**src/rtl/itoa_rdx_pkg.sv**
```systemverilog
// ----------------------------------------------------------------------------
// itoa_rdx_pkg
// Shared constants, state codes and character helpers for the radix
// integer-to-ASCII converter.
// ----------------------------------------------------------------------------
package itoa_rdx_pkg;

    // Width of the number taken in and converted
    localparam int VALUE_WIDTH = 32;
    // Bits of a division step counter (one step per value bit)
    localparam int STEP_W      = $clog2(VALUE_WIDTH);
    // Bits of a digit count (0 up to VALUE_WIDTH digits)
    localparam int CNT_W       = $clog2(VALUE_WIDTH + 1);
    // Bits of an index into the digit buffer
    localparam int IDX_W       = $clog2(VALUE_WIDTH);
    // Digit buffer depth: radix 2 gives one digit per bit
    localparam int DIGIT_DEPTH = VALUE_WIDTH;

    localparam int RADIX_W = 6;
    localparam int CHAR_W  = 7;

    localparam logic [RADIX_W-1:0] RADIX_RESET = 6'd10;
    localparam logic [RADIX_W-1:0] RADIX_MIN   = 6'd2;
    localparam logic [RADIX_W-1:0] RADIX_MAX   = 6'd36;

    localparam logic [RADIX_W-1:0] DIGIT_LIMIT = 6'd10;

    localparam logic [CHAR_W-1:0] CH_ZERO    = 7'd48;
    localparam logic [CHAR_W-1:0] CH_LOWER_A = 7'd97;
    localparam logic [CHAR_W-1:0] CH_MINUS   = 7'd45;
    localparam logic [CHAR_W-1:0] CH_CR      = 7'd13;
    localparam logic [CHAR_W-1:0] CH_LF      = 7'd10;

    // Sequencer states, one-hot
    typedef enum logic [5:0] {
        S_IDLE = 6'b000001,
        S_DIV  = 6'b000010,
        S_SIGN = 6'b000100,
        S_EMIT = 6'b001000,
        S_CR   = 6'b010000,
        S_LF   = 6'b100000
    } state_t;

    // Clamp a raw radix register to the usable range
    function automatic logic [RADIX_W-1:0] clamp_radix(input logic [RADIX_W-1:0] r);
        logic [RADIX_W-1:0] res;
        res = r;
        if (r < RADIX_MIN)
            res = RADIX_MIN;
        else if (r > RADIX_MAX)
            res = RADIX_MAX;
        return res;
    endfunction

    // Map a digit value to its ASCII character
    function automatic logic [CHAR_W-1:0] digit_char(input logic [RADIX_W-1:0] d);
        logic [CHAR_W-1:0] res;
        if (d >= DIGIT_LIMIT)
            res = CH_LOWER_A + {1'b0, d} - {1'b0, DIGIT_LIMIT};
        else
            res = CH_ZERO + {1'b0, d};
        return res;
    endfunction

endpackage

```
**src/rtl/integer_to_ascii_radix.sv**
```systemverilog
// ----------------------------------------------------------------------------
// integer_to_ascii_radix
// Converts one number to ASCII digits in a configured radix, most
// significant digit first, with optional leading minus and trailing CR LF.
// ----------------------------------------------------------------------------
//
//  channel   | ports                                  | handshake
//  ----------+----------------------------------------+---------------------------
//  command   | value, mode, append_newline            | start high, busy low
//  result    | char_out, last                         | char_valid, one cycle
//  config    | cfg_wdata                              | cfg_we, no wait
//
// One shared restoring divide step (compare and subtract against the radix)
// runs once per cycle; a digit costs one step of it per value bit.
// A number with D digits is divided digit by digit, then its characters go out
// one per cycle (sign, D digits, CR LF).
// busy stays high from acceptance until the last character is issued.
// Reset puts the sequencer idle and the radix to ten; the receiver cannot
// stall, so each character is shown for exactly one cycle.
// ----------------------------------------------------------------------------
module integer_to_ascii_radix (
    input  logic                                clk,
    input  logic                                rst_n,
    input  logic                                cfg_we,
    input  logic [itoa_rdx_pkg::RADIX_W-1:0]    cfg_wdata,
    input  logic                                start,
    output logic                                busy,
    input  logic [31:0]                         value,
    input  logic                                mode,
    input  logic                                append_newline,
    output logic                                char_valid,
    output logic [itoa_rdx_pkg::CHAR_W-1:0]     char_out,
    output logic                                last
);

    localparam int VW = itoa_rdx_pkg::VALUE_WIDTH;
    localparam int RW = itoa_rdx_pkg::RADIX_W;

    itoa_rdx_pkg::state_t state_reg, state_next;

    logic [RW-1:0]                       radix_reg, radix_next;
    logic [RW-1:0]                       rdx_reg, rdx_next;
    logic [VW-1:0]                       quo_reg, quo_next;
    logic [RW-1:0]                       rem_reg, rem_next;
    logic [itoa_rdx_pkg::STEP_W-1:0]     step_reg, step_next;
    logic [itoa_rdx_pkg::CNT_W-1:0]      cnt_reg, cnt_next;
    logic [itoa_rdx_pkg::IDX_W-1:0]      idx_reg, idx_next;
    logic                                neg_reg, neg_next;
    logic                                nl_reg, nl_next;
    logic                                strobe_reg, strobe_next;
    logic [itoa_rdx_pkg::CHAR_W-1:0]     char_reg, char_next;
    logic                                last_reg, last_next;

    logic [RW-1:0] digit_mem [itoa_rdx_pkg::DIGIT_DEPTH];

    logic [VW-1:0] in_val;
    logic          in_neg;
    logic [VW-1:0] in_mag;
    logic [RW:0]   div_shift;
    logic          div_ge;
    logic [RW:0]   div_diff;
    logic [RW-1:0] div_rem;
    logic [VW-1:0] div_quo;
    logic          div_done;
    logic [RW-1:0] rd_digit_reg;

    // Take the sign off the incoming number
    assign in_val = value[VW-1:0];
    assign in_neg = mode & in_val[VW-1];
    assign in_mag = in_neg ? (~in_val + 1'b1) : in_val;

    // Shared restoring divide step: bring in one quotient bit per cycle
    assign div_shift = {rem_reg, quo_reg[VW-1]};
    assign div_ge    = (div_shift >= {1'b0, rdx_reg});
    assign div_diff  = div_shift - {1'b0, rdx_reg};
    assign div_rem   = div_ge ? div_diff[RW-1:0] : div_shift[RW-1:0];
    assign div_quo   = {quo_reg[VW-2:0], div_ge};
    assign div_done  = (state_reg == itoa_rdx_pkg::S_DIV)
                       && (step_reg == itoa_rdx_pkg::STEP_W'(VW - 1));

    // Sequencer and datapath next-state
    always_comb
    begin
        state_next  = state_reg;
        radix_next  = radix_reg;
        rdx_next    = rdx_reg;
        quo_next    = quo_reg;
        rem_next    = rem_reg;
        step_next   = step_reg;
        cnt_next    = cnt_reg;
        idx_next    = idx_reg;
        neg_next    = neg_reg;
        nl_next     = nl_reg;
        strobe_next = 1'b0;
        char_next   = char_reg;
        last_next   = 1'b0;

        if (cfg_we)
            radix_next = cfg_wdata;

        case (state_reg)
            itoa_rdx_pkg::S_IDLE:
            begin
                if (start)
                begin
                    quo_next   = in_mag;
                    rem_next   = '0;
                    step_next  = '0;
                    cnt_next   = '0;
                    neg_next   = in_neg;
                    nl_next    = append_newline;
                    rdx_next   = itoa_rdx_pkg::clamp_radix(radix_reg);
                    state_next = itoa_rdx_pkg::S_DIV;
                end
            end
            itoa_rdx_pkg::S_DIV:
            begin
                quo_next  = div_quo;
                rem_next  = div_rem;
                step_next = step_reg + 1'b1;
                if (div_done)
                begin
                    // Digit complete: store it, then divide again or print
                    cnt_next  = cnt_reg + 1'b1;
                    rem_next  = '0;
                    step_next = '0;
                    if (div_quo == '0)
                    begin
                        idx_next   = cnt_reg[itoa_rdx_pkg::IDX_W-1:0];
                        state_next = neg_reg ? itoa_rdx_pkg::S_SIGN : itoa_rdx_pkg::S_EMIT;
                    end
                end
            end
            itoa_rdx_pkg::S_SIGN:
            begin
                strobe_next = 1'b1;
                char_next   = itoa_rdx_pkg::CH_MINUS;
                state_next  = itoa_rdx_pkg::S_EMIT;
            end
            itoa_rdx_pkg::S_EMIT:
            begin
                // Walk the digit buffer from the most significant end
                strobe_next = 1'b1;
                char_next   = itoa_rdx_pkg::digit_char(rd_digit_reg);
                if (idx_reg == '0)
                begin
                    last_next  = ~nl_reg;
                    state_next = nl_reg ? itoa_rdx_pkg::S_CR : itoa_rdx_pkg::S_IDLE;
                end
                else
                begin
                    idx_next = idx_reg - 1'b1;
                end
            end
            itoa_rdx_pkg::S_CR:
            begin
                strobe_next = 1'b1;
                char_next   = itoa_rdx_pkg::CH_CR;
                state_next  = itoa_rdx_pkg::S_LF;
            end
            itoa_rdx_pkg::S_LF:
            begin
                strobe_next = 1'b1;
                char_next   = itoa_rdx_pkg::CH_LF;
                last_next   = 1'b1;
                state_next  = itoa_rdx_pkg::S_IDLE;
            end
            default:
            begin
                state_next = itoa_rdx_pkg::S_IDLE;
            end
        endcase
    end

    // Control registers
    always_ff @(posedge clk or negedge rst_n)
    begin
        if (!rst_n)
        begin
            state_reg  <= itoa_rdx_pkg::S_IDLE;
            radix_reg  <= itoa_rdx_pkg::RADIX_RESET;
            step_reg   <= '0;
            cnt_reg    <= '0;
            idx_reg    <= '0;
            strobe_reg <= 1'b0;
            last_reg   <= 1'b0;
        end
        else
        begin
            state_reg  <= state_next;
            radix_reg  <= radix_next;
            step_reg   <= step_next;
            cnt_reg    <= cnt_next;
            idx_reg    <= idx_next;
            strobe_reg <= strobe_next;
            last_reg   <= last_next;
        end
    end

    // Payload registers
    always_ff @(posedge clk)
    begin
        rdx_reg  <= rdx_next;
        quo_reg  <= quo_next;
        rem_reg  <= rem_next;
        neg_reg  <= neg_next;
        nl_reg   <= nl_next;
        char_reg <= char_next;
    end

    // Hold remainders as digits, least significant first; read the digit
    // due next, forwarding the one being stored
    always_ff @(posedge clk)
    begin
        if (div_done)
            digit_mem[cnt_reg[itoa_rdx_pkg::IDX_W-1:0]] <= div_rem;
        if (div_done)
            rd_digit_reg <= div_rem;
        else
            rd_digit_reg <= digit_mem[idx_next];
    end

    assign busy       = (state_reg != itoa_rdx_pkg::S_IDLE);
    assign char_valid = strobe_reg;
    assign char_out   = char_reg;
    assign last       = last_reg;

endmodule
```
**config.mk**
```make
export PLATFORM = sky130hd
export DESIGN_NAME = integer_to_ascii_radix
export DESIGN_NICKNAME = d
export VERILOG_FILES = /design/src/rtl/itoa_rdx_pkg.sv /design/src/rtl/integer_to_ascii_radix.sv
export SDC_FILE = /design/constraint.sdc
export NUM_CORES = 1
export LEC_CHECK = 0
export BUFFER_PORTS_ARGS = -buffer_cell sky130_fd_sc_hd__buf_2
export CORE_ASPECT_RATIO = 0.5
export CORE_MARGIN = 5
export CORE_UTILIZATION = 56
export CTS_CLUSTER_DIAMETER = 120
export DETAILED_ROUTE_END_ITERATION = 8
export HOLD_SLACK_MARGIN = 0.03
export PLACE_DENSITY = 0.76
export SYNTH_ARGS = -nofsm -noshare
export SYNTH_HDL_FRONTEND = slang
export SYNTH_SLANG_ARGS = --single-unit
```
**constraint.sdc**
```tcl
create_clock -name clk -period 3.13 [get_ports clk]
set_input_delay 0.313 -clock clk [delete_from_list [all_inputs] [get_ports clk]]
set_output_delay 0.313 -clock clk [all_outputs]
set_load 0.03 [all_outputs]
```
==> out/metrics.cfg, run 1 <==
[critical_path]
cp.required_ns=3.56
start_kind=register
path_common_cell=buf_4
crit_path_end_kind=register
crit_chain=ha_4, and3_4, and4_4, a211oi_4, buf_4, nand2_4, a221oi_2, and2_1, buf_12, buf_4, a31oi_2, nand4_1, a31oi_1, a21o_1
criticalPathCategory=register to register
cp.arrival_ns=3.70
cp_slowest_cell=edfxtp_1
critPathMaxFanout=19
max_stage_delay_ns=0.44

[floorplan]
io_pins=54
die-area_mm2=0.02614
num_rows=39
coreArea_mm2=0.02264
die_h_um=116.9
start_util=0.5648
die_x_um=223.7

[synth]
synthCells=1061
seq_area_frac_synth=0.6418
yosys.area_share.simple=0.1431
synth-compound-area-share=0.09951
synth_xor_area_frac=0.02877
syn_nets=1125
synth_mux_area_frac=0.03356
synth_edf_count=245
synthTopCellsByArea=edfxtp_1, nand2_1, dfrtp_1
synth-seq-cells=280
yosysTopAreaCell=edfxtp_1
yosysMostFrequentCell=edfxtp_1
synth_top_family_by_area=simple AND/OR/NAND/NOR gates
synth_commonest_cells=edfxtp_1, nand2_1, nor2_1
synthAdderAreaFrac=0.02094
async_flop_share=0.1036
synth_top_area_share=0.5753
synth_cell_types=70
yosys_warnings=0
syn-mean-instance-area_um2=12.05
synth_area_mm2=0.01279
yosys_most_used_dff=edfxtp_1

[pwr]
power_mw=12.58
power.density_mw_per_mm2=784.4
ir_worst_vdd_v=0.0008796
power.leakage_nw=6.193

[cells_and_area]
drive_above_1_share=0.2664
largest_reg_flops=192
diodes=0
fin_util=0.7082
layoutNonFillerInstCount=1591
area_growth_pct=25.39
fin_nets=1330

[sta]
tightest_slew_ns=0.9735
relSlewSlack=0.3510
timing.fmax_mhz=305.6
final_hold_viol_count=0
layout_setup_ws_ns=-0.1420
rsz0062_at_grt=true
period_share=1.045
drv_slew=0
setup_tns_ns=-0.6612
final.setup_skew_ns=0.01909
finalSetupViolCount=6
period_needed_ns=3.272

[detailed_routing]
drt_pass1_iterations=6
drtIter0Drc=857
viasPerCell=6.055
final_antenna_net_count=0
drc=0
vias=9633
wl_per_cell_um=20.95
routed_wl_mm=33.33

[grt]
antenna_found_initial=0
grt_pass1_vias=9504
grt_pass1_wl_mm=49.71
grt_max_degree=64
grt_usage=0.2408
grt_overflow=0

[clock_network]
htreeDepth=1
cts_buffers=25
clockBufferDepth=3
cts_tree=built
cts_sinks=280
clkTransAtPathRegs_ns=0.07
clk_latency_ns=0.53
root_buffer=clkbuf_16

[placement]
place_congestion=0.9225
hpwl_mm=21.37
port_buffers=53
placed_cells=1512

[flow_run]
cap_violations=0

[worst_hold_path]
hold_path.class=input pin to register

[outcome]
violations=setup timing
status=complete, but fails checks

-- what timing repair did --
action,in CTS,in global routing
cloned,3,2
setup endpoints to repair,6,6
setup buffers,5,15
resized for setup,31,52
endpoints found under the hold margin,34,0
hold buffers,9,0
pin swaps,10,22
-- metrics by stage --
step	hold WS (ns)	worst slack (ns)	area [um^2]
2_1_floorplan	0.01741	-0.1774	12790
3_3_place_gp	0.3768	-0.1641	14390
3_5_place_dp	0.3846	-0.2655	14390
4_1_cts	0.06705	-0.03298	15570
5_1_grt	0.1231	-0.2449	16030
6_report	0.08785	-0.1420	16030
-- worst max-delay path: cells and delay by family, from the launching register on --
kind	cells	cell delay [ns]
AOI/OAI and AO/OA	5	1.06
buffers and inverters	3	0.53
and+or+nand+nor	5	0.88
DFF	1	0.44
adders and majority gates	1	0.26
-- final timing paths --
check | cells after the start | to | from | slack, ns
worst max register to register | 14 | rd_digit_reg[2] | rem_reg[4] | -0.14
worst max-delay path | 14 | rd_digit_reg[2] | rem_reg[4] | -0.14
worst min-delay path | 2 | radix_reg[5] | cfg_we | 0.09
min in group asynchronous | 2 | idx_reg[4] | rst_n | 0.37
worst min register to register | 1 | last | nl_reg | 0.50
max in group asynchronous | 2 | radix_reg[0] | rst_n | 2.29
-- layer usage --
metal / vias up / GRT usage / routed length [um]
met3: 90 / 0.04186 / 2941
met2: 504 / 0.4329 / 16380
met4: 0 / 0.06974 / 1059
li1: 4337 / - / -
met5: - / 0 / 0
met1: 4702 / 0.3079 / 12950
-- cells in the final DEF (no fill, tap or decap), types with 12 or more instances in the layout --
master,count
a21oi_1,28
a31oi_1,24
buf_12,14
buf_2,53
buf_4,138
clkbuf_16,27
dfrtp_1,26
edfxtp_1,245
ha_1,15
inv_1,30
mux2i_1,32
nand2_1,195
nand3_1,36
nand4_1,14
nor2_1,70
nor4_1,12
o21ai_0,52
xnor2_1,24
xor2_1,18
-- area by class of cell --
class                   instances  area (um^2)
well taps                     307        384.1
clock inverters                13        147.6
clock buffers                  32        671.9
multi-input cells             698         4612
fillers                      1460         6608
repair buffers                225         1868
inverters                      36        143.9
flip-flops and latches        280         8207
-- where the power goes --
| part | total, mW | internal, mW | switching, mW |
|---|---|---|---|
| sequential | 5.77 | 5.55 | 0.224 |
| clock | 3.11 | 1.77 | 1.34 |
| combinational | 3.69 | 1.18 | 2.51 |
| total | 12.6 | 8.51 | 4.07 |
-- cells by family (layout without fill, tap and decap cells) --
family / Yosys count / after routing
multiplexers: 42 / 42
buffers and inverters: 84 / 306
flip-flops: 280 / 280
AND/OR/NAND/NOR: 401 / 402
XOR/XNOR: 42 / 42
AO/OA/AOI/OAI: 191 / 191
adder cells (fa/ha/maj): 21 / 21
No activity file was read; power rests on OpenSTA's default activity.
==> run 2: changes to the inputs <==
- MAX_ROUTING_LAYER: unset -> met4
- SLEW_MARGIN: unset -> 15
==> out/metrics.cfg, run 2 (same netlist as run 1, synthesis figures left out) <==
[outcome]
status=complete, but fails checks  ; unchanged
violations=setup timing  ; unchanged

[sta]
drv_slew=0  ; unchanged
tightest_slew_ns=0.9682  ; was 0.9735 ns
hold_ws_ns=0.1088  ; was 0.08785 ns
final_hold_viol_count=0  ; unchanged
finalSetupViolCount=6  ; unchanged
period_needed_ns=3.323  ; was 3.272 ns
layout_setup_ws_ns=-0.1927  ; was -0.1420 ns
relSlewSlack=0.3546  ; was 0.3510
final.setup_skew_ns=0.01379  ; was 0.01909 ns
period_share=1.062  ; was 1.045
rsz0062_at_grt=true  ; unchanged
setup_tns_ns=-0.9135  ; was -0.6612 ns
timing.fmax_mhz=301.0  ; was 305.6 MHz

[critical_path]
cp.arrival_ns=3.80  ; was 3.70 ns
critPathMaxFanout=6  ; was 19
crit_path_end_kind=register  ; unchanged
criticalPathCategory=register to register  ; unchanged
r2r_cells=16  ; was 14
cp.required_ns=3.61  ; was 3.56 ns
start_kind=register  ; unchanged

[clock_network]
cts_sinks=280  ; unchanged
htreeDepth=1  ; unchanged
clkTransAtPathRegs_ns=0.06  ; was 0.07 ns
cts_buffers=25  ; unchanged
cts_tree=built  ; unchanged
clk_latency_ns=0.54  ; was 0.53 ns
root_buffer=clkbuf_16  ; unchanged
clockBufferDepth=3  ; unchanged

[grt]
grt_usage=0.2689  ; was 0.2408
grt_pass1_wl_mm=53.34  ; was 49.71 mm
grt_overflow=0  ; unchanged
antenna_found_initial=0  ; unchanged
grt_max_degree=64  ; unchanged
grt_pass1_vias=9926  ; was 9,504

[pwr]
switching_share=0.3282  ; was 0.3237
combPwrFrac=0.302  ; was 0.293
power_frac_clock=0.241  ; was 0.247
power.density_mw_per_mm2=779.7  ; was 784.4 mW/mm^2
p_int_mw=8.489  ; was 8.505 mW
ir_worst_vdd_v=0.0009773  ; was 0.0008796 V
power_mw=12.64  ; was 12.58 mW
p_switching_mw=4.147  ; was 4.071 mW
p_seq_frac=0.457  ; was 0.459
power.leakage_nw=6.156  ; was 6.193 nW

[cells_and_area]
area_growth_pct=26.73  ; was 25.39%
diodes=0  ; unchanged
drive_above_1_share=0.2793  ; was 0.2664
layoutNonFillerInstCount=1596  ; was 1,591
fin_nets=1334  ; was 1,330
largest_reg_flops=192  ; unchanged
layout_common_cells=edfxtp_1, nand2_1, buf_4  ; unchanged
final_common_cell=edfxtp_1  ; unchanged

[detailed_routing]
drt_pass1_iterations=8  ; was 6
wl_per_cell_um=22.39  ; was 20.95 um
final_antenna_net_count=0  ; unchanged
drc=0  ; unchanged
vias=9911  ; was 9,633
drtIter0Drc=1207  ; was 857
routed_wl_mm=35.74  ; was 33.33 mm
viasPerCell=6.210  ; was 6.055

[placement]
post-place-ws_ns=-0.3614  ; was -0.2655 ns
place_congestion=0.8927  ; was 0.9225
port_buffers=53  ; unchanged
placed_cells=1508  ; was 1,512
hpwl_mm=21.27  ; was 21.37 mm

[worst_hold_path]
hold_path.class=input pin to register  ; unchanged
whs_path_depth=2  ; unchanged

[floorplan]
start_util=0.5648  ; unchanged
die_h_um=116.9  ; unchanged
die_x_um=223.7  ; unchanged
io_pins=54  ; unchanged
coreArea_mm2=0.02264  ; unchanged
num_rows=39  ; unchanged
die-area_mm2=0.02614  ; unchanged

[flow_run]
cap_violations=0  ; unchanged

## run 2: cell types whose count changed in the layout (fill, tap and decap cells not counted), sizes merged
cell	before	now
clkinv	9	6
clkinvlp	1	2
buf	213	219
bufinv	3	2
clkbuf	34	36
## run 2: final timing paths
| path | startpoint | end | slack [ns] |
|---|---|---|---|
| max | rem_reg[4] | rd_digit_reg[2] | -0.19 |
| min | cfg_we | radix_reg[5] | 0.11 |
| max reg2reg | rem_reg[4] | rd_digit_reg[2] | -0.19 |
| min reg2reg | step_reg[3] | step_reg[3] | 0.51 |
| max in group asynchronous | rst_n | radix_reg[2] | 2.32 |
| min in group asynchronous | rst_n | char_valid | 0.36 |
## run 2: power groups by stage
stage / clock [mW] / combinational, mW / sequential (mW)
floorplan: 0 / 1.63 / 5.86
global placement: 0 / 3.24 / 5.80
detailed placement: 0 / 3.41 / 5.82
CTS: 3.03 / 3.65 / 5.76
global route: 3.21 / 4.03 / 5.80
finish: 3.04 / 3.82 / 5.78
## run 2: timing repair
action / in CTS / in global routing
pin swaps: 23 / 16
setup buffers: 21 / 8
endpoints found under the hold margin: 34 / 0
endpoints found under the setup margin: 6 / 6
hold buffers: 9 / 0
gates cloned: 7 / 0
gates resized for setup: 65 / 45
## run 2: per-stage QoR
| stage | area [um^2] | util |
|---|---|---|
| 3_5_place_dp | 14380 | 0.6352 |
| 2_1_floorplan | 12790 | - |
| 6_report | 16210 | 0.7157 |
| 4_1_cts | 15950 | 0.7046 |
| 5_1_grt | 16210 | 0.7157 |
| 3_3_place_gp | 14380 | 0.6349 |
## run 2: critical path, stage by stage, from the launching register on
cell and delay (ns):
edfxtp_1 0.43, ha_4 0.28, and3_4 0.19, buf_6 0.12, a211oi_4 0.30, buf_4 0.19, buf_4 0.11, buf_4 0.11
a31oi_4 0.10, o21ai_0 0.20, buf_4 0.19, nand3_1 0.13, buf_4 0.22, a221oi_2 0.22, a22oi_2 0.13, a31oi_1 0.23
a21o_1 0.12
## run 2: layout make-up
class                      instances  area, um^2
fill                            1397        6436
sequential                       280        8207
clock buffer                      36       686.9
tap                              307       384.1
inverter                          36       141.4
clock inverter                    10       102.6
multi-input combinational        698        4748
timing repair buffer             229        1936
## run 2: layer usage
| metal | track usage | wire length [um] | up-vias |
|---|---|---|---|
| li1 | - | - | 4355 |
| met1 | 0.3296 | 13110 | 4756 |
| met2 | 0.4600 | 17560 | 657 |
| met3 | 0.04560 | 3672 | 143 |
| met4 | 0.1011 | 1391 | 0 |
| met5 | - | 0 | - |
==> run 3: changes to the inputs <==
- CORE_UTILIZATION: 56 -> 43
- PLACE_DENSITY: 0.76 -> unset
==> out/metrics.cfg, run 3 (same netlist as run 1, synthesis figures left out) <==
[outcome]
status=complete, but fails checks  ; unchanged
violations=setup timing  ; unchanged

[grt]
antenna_found_initial=0  ; unchanged
grt_pass1_wl_mm=52.59  ; was 53.34 mm
grt_usage=0.2053  ; was 0.2689
grt_pass1_vias=9399  ; was 9,926
grt_overflow=0  ; unchanged
grt_max_degree=64  ; unchanged

[critical_path]
critPathMaxFanout=20  ; was 6
r2r_cells=13  ; was 16
cp.required_ns=3.59  ; was 3.61 ns
start_kind=register  ; unchanged
cp.arrival_ns=3.70  ; was 3.80 ns
crit_path_end=rd_digit_reg[3]  ; was rd_digit_reg[2]
criticalPathCategory=register to register  ; unchanged
crit_path_end_kind=register  ; unchanged
reg2reg_slack_ns=-0.11  ; was -0.19 ns
r2r-start=rem_reg[4]  ; unchanged
crit_start=rem_reg[4]  ; unchanged
reg2reg_to=rd_digit_reg[3]  ; was rd_digit_reg[2]

[cells_and_area]
layout_common_cells=edfxtp_1, nand2_1, buf_4  ; unchanged
layoutNonFillerInstCount=1689  ; was 1,596
drive_above_1_share=0.2827  ; was 0.2793
diodes=0  ; unchanged
area_growth_pct=27.36  ; was 26.73%
regArea_mm2=0.008207  ; unchanged
fin_area_mm2=0.01629  ; was 0.01621 mm^2
final_common_cell=edfxtp_1  ; unchanged
fin_util=0.5581  ; was 0.7157
fillCellCount=2444  ; was 1,397
fin_nets=1347  ; was 1,334
largest_reg_flops=192  ; unchanged
multi_input_area_mm2=0.004715  ; was 0.004748 mm^2

[detailed_routing]
drc=0  ; unchanged
drt_pass1_iterations=5  ; was 8
viasPerCell=5.513  ; was 6.210
drtIter0Drc=733  ; was 1,207
final_antenna_net_count=0  ; unchanged
vias=9311  ; was 9,911
routed_wl_mm=34.08  ; was 35.74 mm
wl_per_cell_um=20.18  ; was 22.39 um

[pwr]
power.density_mw_per_mm2=766.4  ; was 779.7 mW/mm^2
ir_worst_vdd_v=0.0005309  ; was 0.0009773 V
power.leakage_nw=6.188  ; was 6.156 nW

[floorplan]
die_h_um=131.9  ; was 116.9 um
start_util=0.4383  ; was 0.5648
die_x_um=253.9  ; was 223.7 um
die-area_mm2=0.03350  ; was 0.02614 mm^2
coreArea_mm2=0.02918  ; was 0.02264 mm^2
io_pins=54  ; unchanged
num_rows=44  ; was 39

[sta]
drv_slew=0  ; unchanged
timing.fmax_mhz=308.5  ; was 301.0 MHz
final.setup_skew_ns=0.01469  ; was 0.01379 ns
setup_tns_ns=-0.2137  ; was -0.9135 ns
relSlewSlack=0.3068  ; was 0.3546
finalSetupViolCount=5  ; was 6
hold_ws_ns=0.06630  ; was 0.1088 ns
period_needed_ns=3.241  ; was 3.323 ns
layout_setup_ws_ns=-0.1111  ; was -0.1927 ns
rsz0062_at_grt=true  ; unchanged
period_share=1.036  ; was 1.062
final_hold_viol_count=0  ; unchanged
tightest_slew_ns=1.040  ; was 0.9682 ns

[flow_run]
cap_violations=0  ; unchanged

[clock_network]
htreeDepth=1  ; unchanged
cts_sinks=280  ; unchanged
clockBufferDepth=3  ; unchanged
clk_latency_ns=0.55  ; was 0.54 ns
root_buffer=clkbuf_16  ; unchanged
clkTransAtPathRegs_ns=0.06  ; about the same
cts_buffers=26  ; was 25
cts_tree=built  ; unchanged

[placement]
place_congestion=0.9156  ; was 0.8927
port_buffers=53  ; unchanged
placed_cells=1612  ; was 1,508
placed_cell_area_mm2=0.01459  ; was 0.01438 mm^2
hpwl_mm=23.05  ; was 21.27 mm

[worst_hold_path]
hold_path.class=input pin to register  ; unchanged

-- run 3: final cells by class --
class	instances	area share
sequential	280	0.5039
multi-input combinational	698	0.2895
timing repair buffer	241	0.1201
clock buffer	31	0.04241
tap	391	0.03004
inverter	36	0.008835
clock inverter	12	0.005224
-- run 3: report_power, final --
part	internal, mW	switching (mW)	leakage (nW)
sequential	5.55	0.213	2.66
clock	1.64	1.34	0.369
combinational	1.20	2.54	3.16
-- run 3: worst min-delay path by stage --
stage                     startpoint            to  depth (start not counted)
after floorplan                rst_n    char_valid                          0
after global placement         rst_n    char_valid                          1
after detailed placement       rst_n          last                          1
after CTS                     cfg_we  radix_reg[5]                          2
after global routing          cfg_we  radix_reg[5]                          2
final                         cfg_we  radix_reg[5]                          2
-- run 3: repair_timing --
| item | CTS | global route |
|---|---|---|
| resized for setup | 76 | 29 |
| cloned | 3 | 1 |
| setup endpoints to repair | 6 | 6 |
| pin swaps | 28 | 29 |
| buffers inserted | 19 | 4 |
| hold endpoints to repair | 34 | 0 |
| hold buffers | 9 | 0 |
-- run 3: layer usage --
metal / GRT usage / share of wire / vias up
li1: - / - / 4368
met1: 0.2661 / 0.43 / 4586
met2: 0.3301 / 0.47 / 286
met3: 0.04810 / 0.067 / 71
met4: 0.05125 / 0.025 / 0
met5: - / 0 / -
-- run 3: per-stage QoR --
step | worst slack (ns) | power (mW)
finish | -0.1111 | 12.48
global route | -0.2098 | 13.00
global placement | -0.1964 | 9.241
CTS | -0.1112 | 12.48
floorplan | -0.1774 | 7.495
detailed placement | -0.3299 | 9.337
-- run 3: critical path: stages, from the launching register on --
cell and delay (ns):
edfxtp_1 0.44, ha_4 0.32, and3_4 0.19, and4_4 0.24
a211oi_4 0.05, buf_6 0.13, and3_4 0.22, a221oi_4 0.33
nor2_2 0.08, buf_12 0.17, a221o_1 0.40, a2bb2oi_2 0.16
o21a_1 0.20, a31oi_1 0.20
